### config.mk
export PLATFORM = sky130hd
export DESIGN_NAME = rgb555_fade_desaturate_flat
export DESIGN_NICKNAME = d
export VERILOG_FILES = /design/src/hdl/fd_pkg.sv /design/src/hdl/fd_pix_in_if.sv /design/src/hdl/fd_pix_out_if.sv /design/src/hdl/fd_front.sv /design/src/hdl/fd_div_bits.sv /design/src/hdl/rgb555_fade_desaturate.sv /design/src/flat_wrapper.sv
export SDC_FILE = /design/constraint.sdc
export NUM_CORES = 2
export LEC_CHECK = 0
export BUFFER_PORTS_ARGS = -buffer_cell sky130_fd_sc_hd__buf_2
export CORE_ASPECT_RATIO = 1.2
export CORE_UTILIZATION = 40
export DETAILED_ROUTE_END_ITERATION = 6
export GPL_TIMING_DRIVEN = 0
export PLACE_DENSITY_LB_ADDON = 0.05
export SYNTH_ARGS = -nofsm -noshare
export SYNTH_HDL_FRONTEND = slang
export SYNTH_SLANG_ARGS = --single-unit
### constraint.sdc
create_clock -name i_clk -period 11.5 [get_ports i_clk]
set_input_delay 2.3 -clock i_clk [delete_from_list [all_inputs] [get_ports i_clk]]
set_output_delay 2.3 -clock i_clk [all_outputs]
set_load 0.02 [all_outputs]
### src/hdl/fd_pkg.sv
// Shared types, constants and register indexes for the RGB555 fade block.
package fd_pkg;

    localparam int unsigned CH_W      = 5;
    localparam int unsigned FACTOR_W  = 8;
    localparam int unsigned REM_W     = 13;
    localparam int unsigned COLOR_W   = 15;
    localparam int unsigned CFG_IDX_W = 3;
    localparam int unsigned CFG_DAT_W = 8;
    localparam int unsigned STEP_W    = 3;

    localparam logic [CH_W-1:0]     CH_MAX         = 5'd31;
    localparam logic [STEP_W-1:0]   BOOST_QUARTERS = 3'd4;
    localparam logic [3:0]          COLD_ENTRY_A   = 4'd5;
    localparam logic [3:0]          COLD_ENTRY_B   = 4'd7;
    localparam logic [COLOR_W-1:0]  BLACK          = 15'h0000;
    // floor(x / 10) == (x * 205) >> 11 for every luma sum up to 310
    localparam logic [7:0]          LUMA_RECIP     = 8'd205;
    localparam int unsigned         LUMA_SHIFT     = 11;

    localparam logic [CFG_IDX_W-1:0] CFG_NUM   = 3'd0;
    localparam logic [CFG_IDX_W-1:0] CFG_DEN   = 3'd1;
    localparam logic [CFG_IDX_W-1:0] CFG_BOOST = 3'd2;
    localparam logic [CFG_IDX_W-1:0] CFG_STEP  = 3'd3;
    localparam logic [CFG_IDX_W-1:0] CFG_COLD  = 3'd4;

    typedef struct packed {
        logic [REM_W-1:0] rem;
        logic [CH_W-1:0]  quo;
    } t_lane;

    typedef struct packed {
        logic               byp;
        logic [COLOR_W-1:0] byp_color;
        t_lane [2:0]        lane;
    } t_pipe;

    typedef struct packed {
        logic                 byp;
        logic [COLOR_W-1:0]   byp_color;
        logic [2:0][CH_W-1:0] chan;
        logic [CH_W-1:0]      gray;
    } t_front;

endpackage

### src/hdl/fd_pix_in_if.sv
// Input color channel: valid/ready handshake with color and palette entry.
interface fd_pix_in_if;
    logic        valid;
    logic        ready;
    logic [15:0] pixel_color;
    logic [3:0]  entry_index;

    modport source (output valid, output pixel_color, output entry_index, input ready);
    modport sink   (input valid, input pixel_color, input entry_index, output ready);
endinterface

### src/hdl/fd_pix_out_if.sv
// Output color channel: valid/ready handshake with the faded color.
interface fd_pix_out_if;
    logic        valid;
    logic        ready;
    logic [14:0] scaled_color;

    modport source (output valid, output scaled_color, input ready);
    modport sink   (input valid, input scaled_color, output ready);
endinterface

### src/hdl/fd_front.sv
// Front stage logic: cold start, channel split, white boost and luma gray.
module fd_front (
    input  logic [15:0]          i_color,
    input  logic [3:0]           i_entry,
    input  logic                 i_cold,
    input  logic                 i_boost,
    input  logic [2:0]           i_step,
    input  logic                 i_num_zero,
    output fd_pkg::t_front       o_front
);
    import fd_pkg::*;

    logic [COLOR_W-1:0]   color;
    logic [2:0][CH_W-1:0] chan;
    logic [2:0][CH_W-1:0] boosted;
    logic [STEP_W-1:0]    step;
    logic [8:0]           luma_sum;
    logic [16:0]          luma_prod;
    logic [7:0]           dist_prod;

    always_comb begin
        color = i_color[COLOR_W-1:0];
        if (i_cold && (i_entry == COLD_ENTRY_A || i_entry == COLD_ENTRY_B)) begin
            color = BLACK;
        end
        chan[2] = color[14:10];
        chan[1] = color[9:5];
        chan[0] = color[4:0];
        step = (i_step > BOOST_QUARTERS) ? BOOST_QUARTERS : i_step;
        for (int k = 0; k < 3; k++) begin
            dist_prod  = 8'(CH_MAX - chan[k]) * 8'(step);
            boosted[k] = chan[k] + dist_prod[6:2];
        end
        luma_sum  = 9'(chan[2]) * 9'd3 + 9'(chan[1]) * 9'd6 + 9'(chan[0]);
        luma_prod = 17'(luma_sum) * 17'(LUMA_RECIP);

        o_front.chan      = chan;
        o_front.gray      = luma_prod[LUMA_SHIFT +: CH_W];
        o_front.byp       = i_boost || i_num_zero;
        o_front.byp_color = i_boost ? {boosted[2], boosted[1], boosted[0]} : BLACK;
    end
endmodule

### src/hdl/fd_div_bits.sv
// Restoring division steps for three lanes, quotient bits HI down to LO.
module fd_div_bits #(
    parameter int unsigned HI = 4,
    parameter int unsigned LO = 2
) (
    input  fd_pkg::t_lane [2:0] i_lane,
    input  logic [7:0]          i_den,
    output fd_pkg::t_lane [2:0] o_lane
);
    import fd_pkg::*;

    logic [REM_W-1:0] trial;

    always_comb begin
        o_lane = i_lane;
        for (int l = 0; l < 3; l++) begin
            for (int k = HI; k >= int'(LO); k--) begin
                trial = REM_W'(i_den) << k;
                if (o_lane[l].rem >= trial) begin
                    o_lane[l].rem    = o_lane[l].rem - trial;
                    o_lane[l].quo[k] = 1'b1;
                end
            end
        end
    end
endmodule

### src/hdl/rgb555_fade_desaturate.sv
// Top level: seven-stage pipeline for RGB555 fade, desaturate and white boost.
//  channel   dir  transaction
//  i_pix     in   pixel_color[15:0], entry_index[3:0]
//  o_pix     out  scaled_color[14:0]
//  i_cfg_*   in   register write: index[2:0], data[7:0]
// One color per cycle while o_pix.ready stays high; each channel divides by the
// denominator in two pipelined steps per blend and per scale.
// Synchronous active-low reset empties every stage and loads register defaults.
// Each stage advances when it is empty or the next one advances, so a stall
// fills bubbles first and drops or repeats nothing.
module rgb555_fade_desaturate (
    input  logic                       i_clk,
    input  logic                       i_rst_n,
    input  logic                       i_cfg_we,
    input  logic [fd_pkg::CFG_IDX_W-1:0] i_cfg_index,
    input  logic [fd_pkg::CFG_DAT_W-1:0] i_cfg_data,
    fd_pix_in_if.sink                  i_pix,
    fd_pix_out_if.source               o_pix
);
    import fd_pkg::*;

    localparam int unsigned NSTG = 7;

    logic [FACTOR_W-1:0] r_num, r_den;
    logic                r_boost, r_cold;
    logic [STEP_W-1:0]   r_step;
    logic [FACTOR_W-1:0] num_eff;

    logic [NSTG:1] r_v;
    logic [NSTG:1] adv;
    t_front        r_f, n_f;
    t_pipe         r_p [2:NSTG];
    t_pipe         n_p2, n_p5;
    t_lane [2:0]   d3, d4, d6, d7;

    always_ff @(posedge i_clk) begin
        if (!i_rst_n) begin
            r_num   <= 8'd4;
            r_den   <= 8'd4;
            r_boost <= 1'b0;
            r_step  <= '0;
            r_cold  <= 1'b0;
        end else if (i_cfg_we) begin
            case (i_cfg_index)
                CFG_NUM:   r_num   <= i_cfg_data;
                CFG_DEN:   r_den   <= i_cfg_data;
                CFG_BOOST: r_boost <= i_cfg_data[0];
                CFG_STEP:  r_step  <= i_cfg_data[STEP_W-1:0];
                CFG_COLD:  r_cold  <= i_cfg_data[0];
                default: ;
            endcase
        end
    end

    assign num_eff = (r_num > r_den) ? r_den : r_num;

    // advance chain from the output backward
    always_comb begin
        adv[NSTG] = !r_v[NSTG] || o_pix.ready;
        for (int s = NSTG - 1; s >= 1; s--) begin
            adv[s] = !r_v[s] || adv[s+1];
        end
    end

    assign i_pix.ready = adv[1];

    fd_front u_front (
        .i_color   (i_pix.pixel_color),
        .i_entry   (i_pix.entry_index),
        .i_cold    (r_cold),
        .i_boost   (r_boost),
        .i_step    (r_step),
        .i_num_zero(num_eff == '0),
        .o_front   (n_f)
    );

    // blend numerator: c*num + gray*(den-num)
    always_comb begin
        n_p2.byp       = r_f.byp;
        n_p2.byp_color = r_f.byp_color;
        for (int l = 0; l < 3; l++) begin
            n_p2.lane[l].rem = REM_W'(r_f.chan[l]) * REM_W'(num_eff)
                             + REM_W'(r_f.gray) * REM_W'(r_den - num_eff);
            n_p2.lane[l].quo = '0;
        end
    end

    fd_div_bits #(.HI(4), .LO(2)) u_div_a (.i_lane(r_p[2].lane), .i_den(r_den), .o_lane(d3));
    fd_div_bits #(.HI(1), .LO(0)) u_div_b (.i_lane(r_p[3].lane), .i_den(r_den), .o_lane(d4));

    // scale numerator: blended*num
    always_comb begin
        n_p5.byp       = r_p[4].byp;
        n_p5.byp_color = r_p[4].byp_color;
        for (int l = 0; l < 3; l++) begin
            n_p5.lane[l].rem = REM_W'(r_p[4].lane[l].quo) * REM_W'(num_eff);
            n_p5.lane[l].quo = '0;
        end
    end

    fd_div_bits #(.HI(4), .LO(2)) u_div_c (.i_lane(r_p[5].lane), .i_den(r_den), .o_lane(d6));
    fd_div_bits #(.HI(1), .LO(0)) u_div_d (.i_lane(r_p[6].lane), .i_den(r_den), .o_lane(d7));

    always_ff @(posedge i_clk) begin
        if (!i_rst_n) begin
            r_v <= '0;
        end else begin
            if (adv[1]) r_v[1] <= i_pix.valid;
            for (int s = 2; s <= NSTG; s++) begin
                if (adv[s]) r_v[s] <= r_v[s-1];
            end
        end
    end

    always_ff @(posedge i_clk) begin
        if (adv[1]) r_f <= n_f;
        if (adv[2]) r_p[2] <= n_p2;
        if (adv[3]) begin
            r_p[3].byp       <= r_p[2].byp;
            r_p[3].byp_color <= r_p[2].byp_color;
            r_p[3].lane      <= d3;
        end
        if (adv[4]) begin
            r_p[4].byp       <= r_p[3].byp;
            r_p[4].byp_color <= r_p[3].byp_color;
            r_p[4].lane      <= d4;
        end
        if (adv[5]) r_p[5] <= n_p5;
        if (adv[6]) begin
            r_p[6].byp       <= r_p[5].byp;
            r_p[6].byp_color <= r_p[5].byp_color;
            r_p[6].lane      <= d6;
        end
        if (adv[7]) begin
            r_p[7].byp       <= r_p[6].byp;
            r_p[7].byp_color <= r_p[6].byp_color;
            r_p[7].lane      <= d7;
        end
    end

    assign o_pix.valid        = r_v[NSTG];
    assign o_pix.scaled_color = r_p[NSTG].byp ? r_p[NSTG].byp_color
                              : {r_p[NSTG].lane[2].quo, r_p[NSTG].lane[1].quo,
                                 r_p[NSTG].lane[0].quo};

    a_out_hold: assert property (@(posedge i_clk) disable iff (!i_rst_n)
        r_v[NSTG] && !o_pix.ready |=> r_v[NSTG])
        else $error("output stage lost its transaction while stalled");

    a_empty_ready: assert property (@(posedge i_clk) disable iff (!i_rst_n)
        !r_v[1] |-> i_pix.ready)
        else $error("input stalled with an empty first stage");

    a_reset_empty: assert property (@(posedge i_clk)
        $past(!i_rst_n) |-> !o_pix.valid)
        else $error("output valid right after reset");

    a_mid_hold: assert property (@(posedge i_clk) disable iff (!i_rst_n)
        r_v[4] && !adv[5] |=> r_v[4])
        else $error("mid pipeline transaction dropped during stall");

endmodule

### src/flat_wrapper.sv
// flat-port wrapper written by rule: the top's interface ports become plain ports
module rgb555_fade_desaturate_flat import fd_pkg::*;
  (i_clk, i_rst_n, i_cfg_we, i_cfg_index, i_cfg_data, i_pix_valid, i_pix_pixel_color, i_pix_entry_index, i_pix_ready, o_pix_valid, o_pix_scaled_color, o_pix_ready);
  fd_pix_in_if i_pix_i ();
  fd_pix_out_if o_pix_i ();
  input  logic i_clk;
  input  logic i_rst_n;
  input  logic i_cfg_we;
  input  logic [fd_pkg::CFG_IDX_W-1:0] i_cfg_index;
  input  logic [fd_pkg::CFG_DAT_W-1:0] i_cfg_data;
  input wire logic [$bits(i_pix_i.valid)-1:0] i_pix_valid;
  input wire logic [$bits(i_pix_i.pixel_color)-1:0] i_pix_pixel_color;
  input wire logic [$bits(i_pix_i.entry_index)-1:0] i_pix_entry_index;
  output wire logic [$bits(i_pix_i.ready)-1:0] i_pix_ready;
  output wire logic [$bits(o_pix_i.valid)-1:0] o_pix_valid;
  output wire logic [$bits(o_pix_i.scaled_color)-1:0] o_pix_scaled_color;
  input wire logic [$bits(o_pix_i.ready)-1:0] o_pix_ready;
  assign i_pix_i.valid = i_pix_valid;
  assign i_pix_i.pixel_color = i_pix_pixel_color;
  assign i_pix_i.entry_index = i_pix_entry_index;
  assign i_pix_ready = i_pix_i.ready;
  assign o_pix_valid = o_pix_i.valid;
  assign o_pix_scaled_color = o_pix_i.scaled_color;
  assign o_pix_i.ready = o_pix_ready;
  rgb555_fade_desaturate u_core (.i_clk(i_clk), .i_rst_n(i_rst_n), .i_cfg_we(i_cfg_we), .i_cfg_index(i_cfg_index), .i_cfg_data(i_cfg_data), .i_pix(i_pix_i), .o_pix(o_pix_i));
endmodule
==> results.toml <==
[status]
status = "finished clean"

[sta]
setup_viol = 0
hold_ws_ns = 0.409
period_needed_ns = 10.71
max_freq_mhz = 93.4
rsz0062_at_grt = "no"
fin_skew_ns = 0.0487
hold_viol = 0
drv_slew = 0
timing.slew.headroom = 0.192
fin_crit_sh = 0.931
worstMarginPinSlew_ns = 1.21
worst_slack_ns = 0.792

[floorplan]
rows = 120
dieHeight_um = 332
die-area_mm2 = 0.0922
initial_core_util = 0.406
die_x_um = 277
io_pins = 53
core_mm2 = 0.0896

[clocking]
cts.htree.levels = 2
cts-root-buf = "clkbuf_16"
clock_sinks = 364
clock_path_buffers = 3
post_cts_buffers = 0
cts_buffers = 45
clk-insertion-delay-late_ns = 0.62
cts.clk_slew.worst_paths_ns = 0.06
cts_tree = "done"

[layout]
layout-drive-gt1-share = 0.0749
fin_util = 0.445
final_cell_mix = "ha_1 (483), inv_1 (409), edfxtp_1 (336)"
n_antenna_cell = 0
fin_area_mm2 = 0.0399
layout_commonest_cell = "ha_1"
fin_nets = 4532
syn_to_final_growth_pct = 9.57

[worst_setup_path]
worstPathRequired_ns = 11.82
worst_path_max_delay_cell = "dfxtp_4"
reg2reg_depth = 35
critical_path_class = "reg -> reg"
cp.arrival_ns = 11.03
cp-start-kind = "register"
r2r_end = "u_core.r_p[0][193]$_DFFE_PP_"
startpoint = "u_core.r_den[1]$_SDFFE_PN0P_"
cp-end-kind = "register"
crit_top_cell = "fa_1"
r2r_setup_slack_ns = 0.79
max_stage_delay_ns = 0.63
cp_max_fo = 29
timing.rr.start = "u_core.r_den[1]$_SDFFE_PN0P_"

[yosys]
seq_area_frac_synth = 0.293
synthTopCellsByArea = "edfxtp_1 (28%), ha_1 (17%), fa_1 (13%), inv_1 (4.3%), xnor2_1 (4.1%)"
synth_edf_count = 336
synthCells = 3678
ys_types = 76
yosysTopAreaCell = "edfxtp_1"
yosys_register_bits = 364
syn_avg_cell_area_um2 = 9.90
syn-num-nets = 4425
synth_top_area_share = 0.277
async_flop_share = 0
yosys_warnings = 0
synthFlopType = "edfxtp_1"
synth_area_mm2 = 0.0364

[placement]
gp_congestion = 0.817
place_area_mm2 = 0.0384
dp_hpwl_um = 71900
preCtsSetupSlack_ns = -0.0610
port_buffers = 49

[grt]
grt-ovfl-total = 0
grt_usage = 0.195
grt_pass1_wl_um = 142000
antenna_found_initial = 1
grt_max_degree = 65
grt_pass1_vias = 26100

[drt]
wl_per_cell_um = 18.0
postRouteAntennaNets = 0
dr_total_vias = 25800
wirelength_um = 89500
drc_errors = 0
drtIter0Drc = 1051
drtPass1Iterations = 5
avgViaCountPerCell = 5.18

[hold_path]
hp-class = "reg -> reg"
min_to = "u_core.r_p[0][338]$_DFFE_PP_"
min_from = "u_core.r_p[0][268]$_DFFE_PP_"
whs_path_depth = 0

[run]
cap_violations = 0
==> worst max path at each step <==
stage	to	slack, ns	cells after the start
2_1_floorplan	u_core.r_p[0][193]$_DFFE_PP_	1.34	34
3_3_place_gp	u_core.r_p[0][193]$_DFFE_PP_	-2.25	39
3_5_place_dp	u_core.r_p[0][157]$_DFFE_PP_	-0.06	40
4_1_cts	u_core.r_p[0][157]$_DFFE_PP_	0.04	40
5_1_grt	u_core.r_p[0][193]$_DFFE_PP_	0.10	40
6_report	u_core.r_p[0][193]$_DFFE_PP_	0.79	35
==> sequential cells by signal, summed over array words and instances, names as in the netlist <==
name / cells
u_core.r_num: 8
u_core.r_f: 20
u_core.r_step: 3
u_core.r_v: 7
u_core.r_den: 8
u_core.n_p2: 16
u_core.r_cold: 1
u_core.r_boost: 1
u_core.r_p: 300
==> stage by stage <==
step           cells  setup TNS [ns]
3_3_place_gp    4886          -40.17
3_5_place_dp    4898          -0.117
4_1_cts         4976               0
2_1_floorplan   3678               0
6_report        4975               0
5_1_grt         4975               0
==> cell usage after synthesis (9+ instances only) <==
master	number
or2_2	14
a211oi_1	19
or3_1	14
and3_1	9
a21oi_1	231
nor2_1	177
ha_1	483
edfxtp_1	336
o31a_1	10
xnor2_1	172
mux2_2	108
nor2b_1	77
fa_1	228
nor3_1	52
nand2_1	335
or4_1	11
clkbuf_1	57
and2_1	150
inv_1	419
o211ai_1	15
xor2_1	63
o21ai_0	136
dfxtp_1	28
a21boi_0	34
o21a_1	42
nand4_1	48
nor4_1	13
o21bai_1	57
o31ai_1	16
a21o_1	99
mux2i_1	37
a31oi_1	9
nand2b_1	41
nand3_1	31
==> logic make-up (layout without fill, tap and decap cells) <==
kind of cell | count (synthesis) | after routing | synth area share
AND/OR/NAND/NOR | 1007 | 1007 | 0.138
multiplexers | 145 | 145 | 0.0436
AO/OA/AOI/OAI | 727 | 727 | 0.127
XOR/XNOR | 235 | 235 | 0.0565
buffers and inverters | 489 | 627 | 0.0510
flip-flops | 364 | 364 | 0.293
adder cells (fa/ha/maj) | 711 | 711 | 0.291
==> routing by layer <==
metal	track usage	share of wire	vias to the layer above
li1	-	-	13100
met1	0.245	0.45	12300
met3	0.0207	0.022	103
met2	0.348	0.50	266
met5	0	0	-
met4	0.0637	0.032	0
==> critical path: cells and delay by family (launching register included) <==
| family | cells | cell delay (ns) |
|---|---|---|
| buffers and inverters | 6 | 1.42 |
| and+or+nand+nor | 3 | 0.41 |
| DFF | 1 | 0.63 |
| adders and majority gates | 11 | 4.79 |
| AOI/OAI and AO/OA | 11 | 1.72 |
| muxes | 1 | 0.55 |
| xor gates and xnor gates | 3 | 0.83 |
==> final cells by class <==
type / count / area, um2
Buffer: 67 / 268
Clock buffer: 54 / 1160
Clock inverter: 24 / 328
Fill cell: 8736 / 49700
Inverter: 421 / 1590
Multi-Input combinational cell: 2825 / 23900
Sequential cell: 364 / 10700
Tap cell: 1159 / 1450
Timing Repair Buffer: 61 / 500
==> timing repair <==
action | 4_1_cts | 5_1_grt
hold buffers | 0 | 0
setup endpoints to repair | 3 | 9
gates cloned | 0 | 0
gates resized for setup | 2 | 3
Power is left out: the tool's default activity adds up to more than one toggle a clock period on the data nets, which glitch-free logic cannot reach.
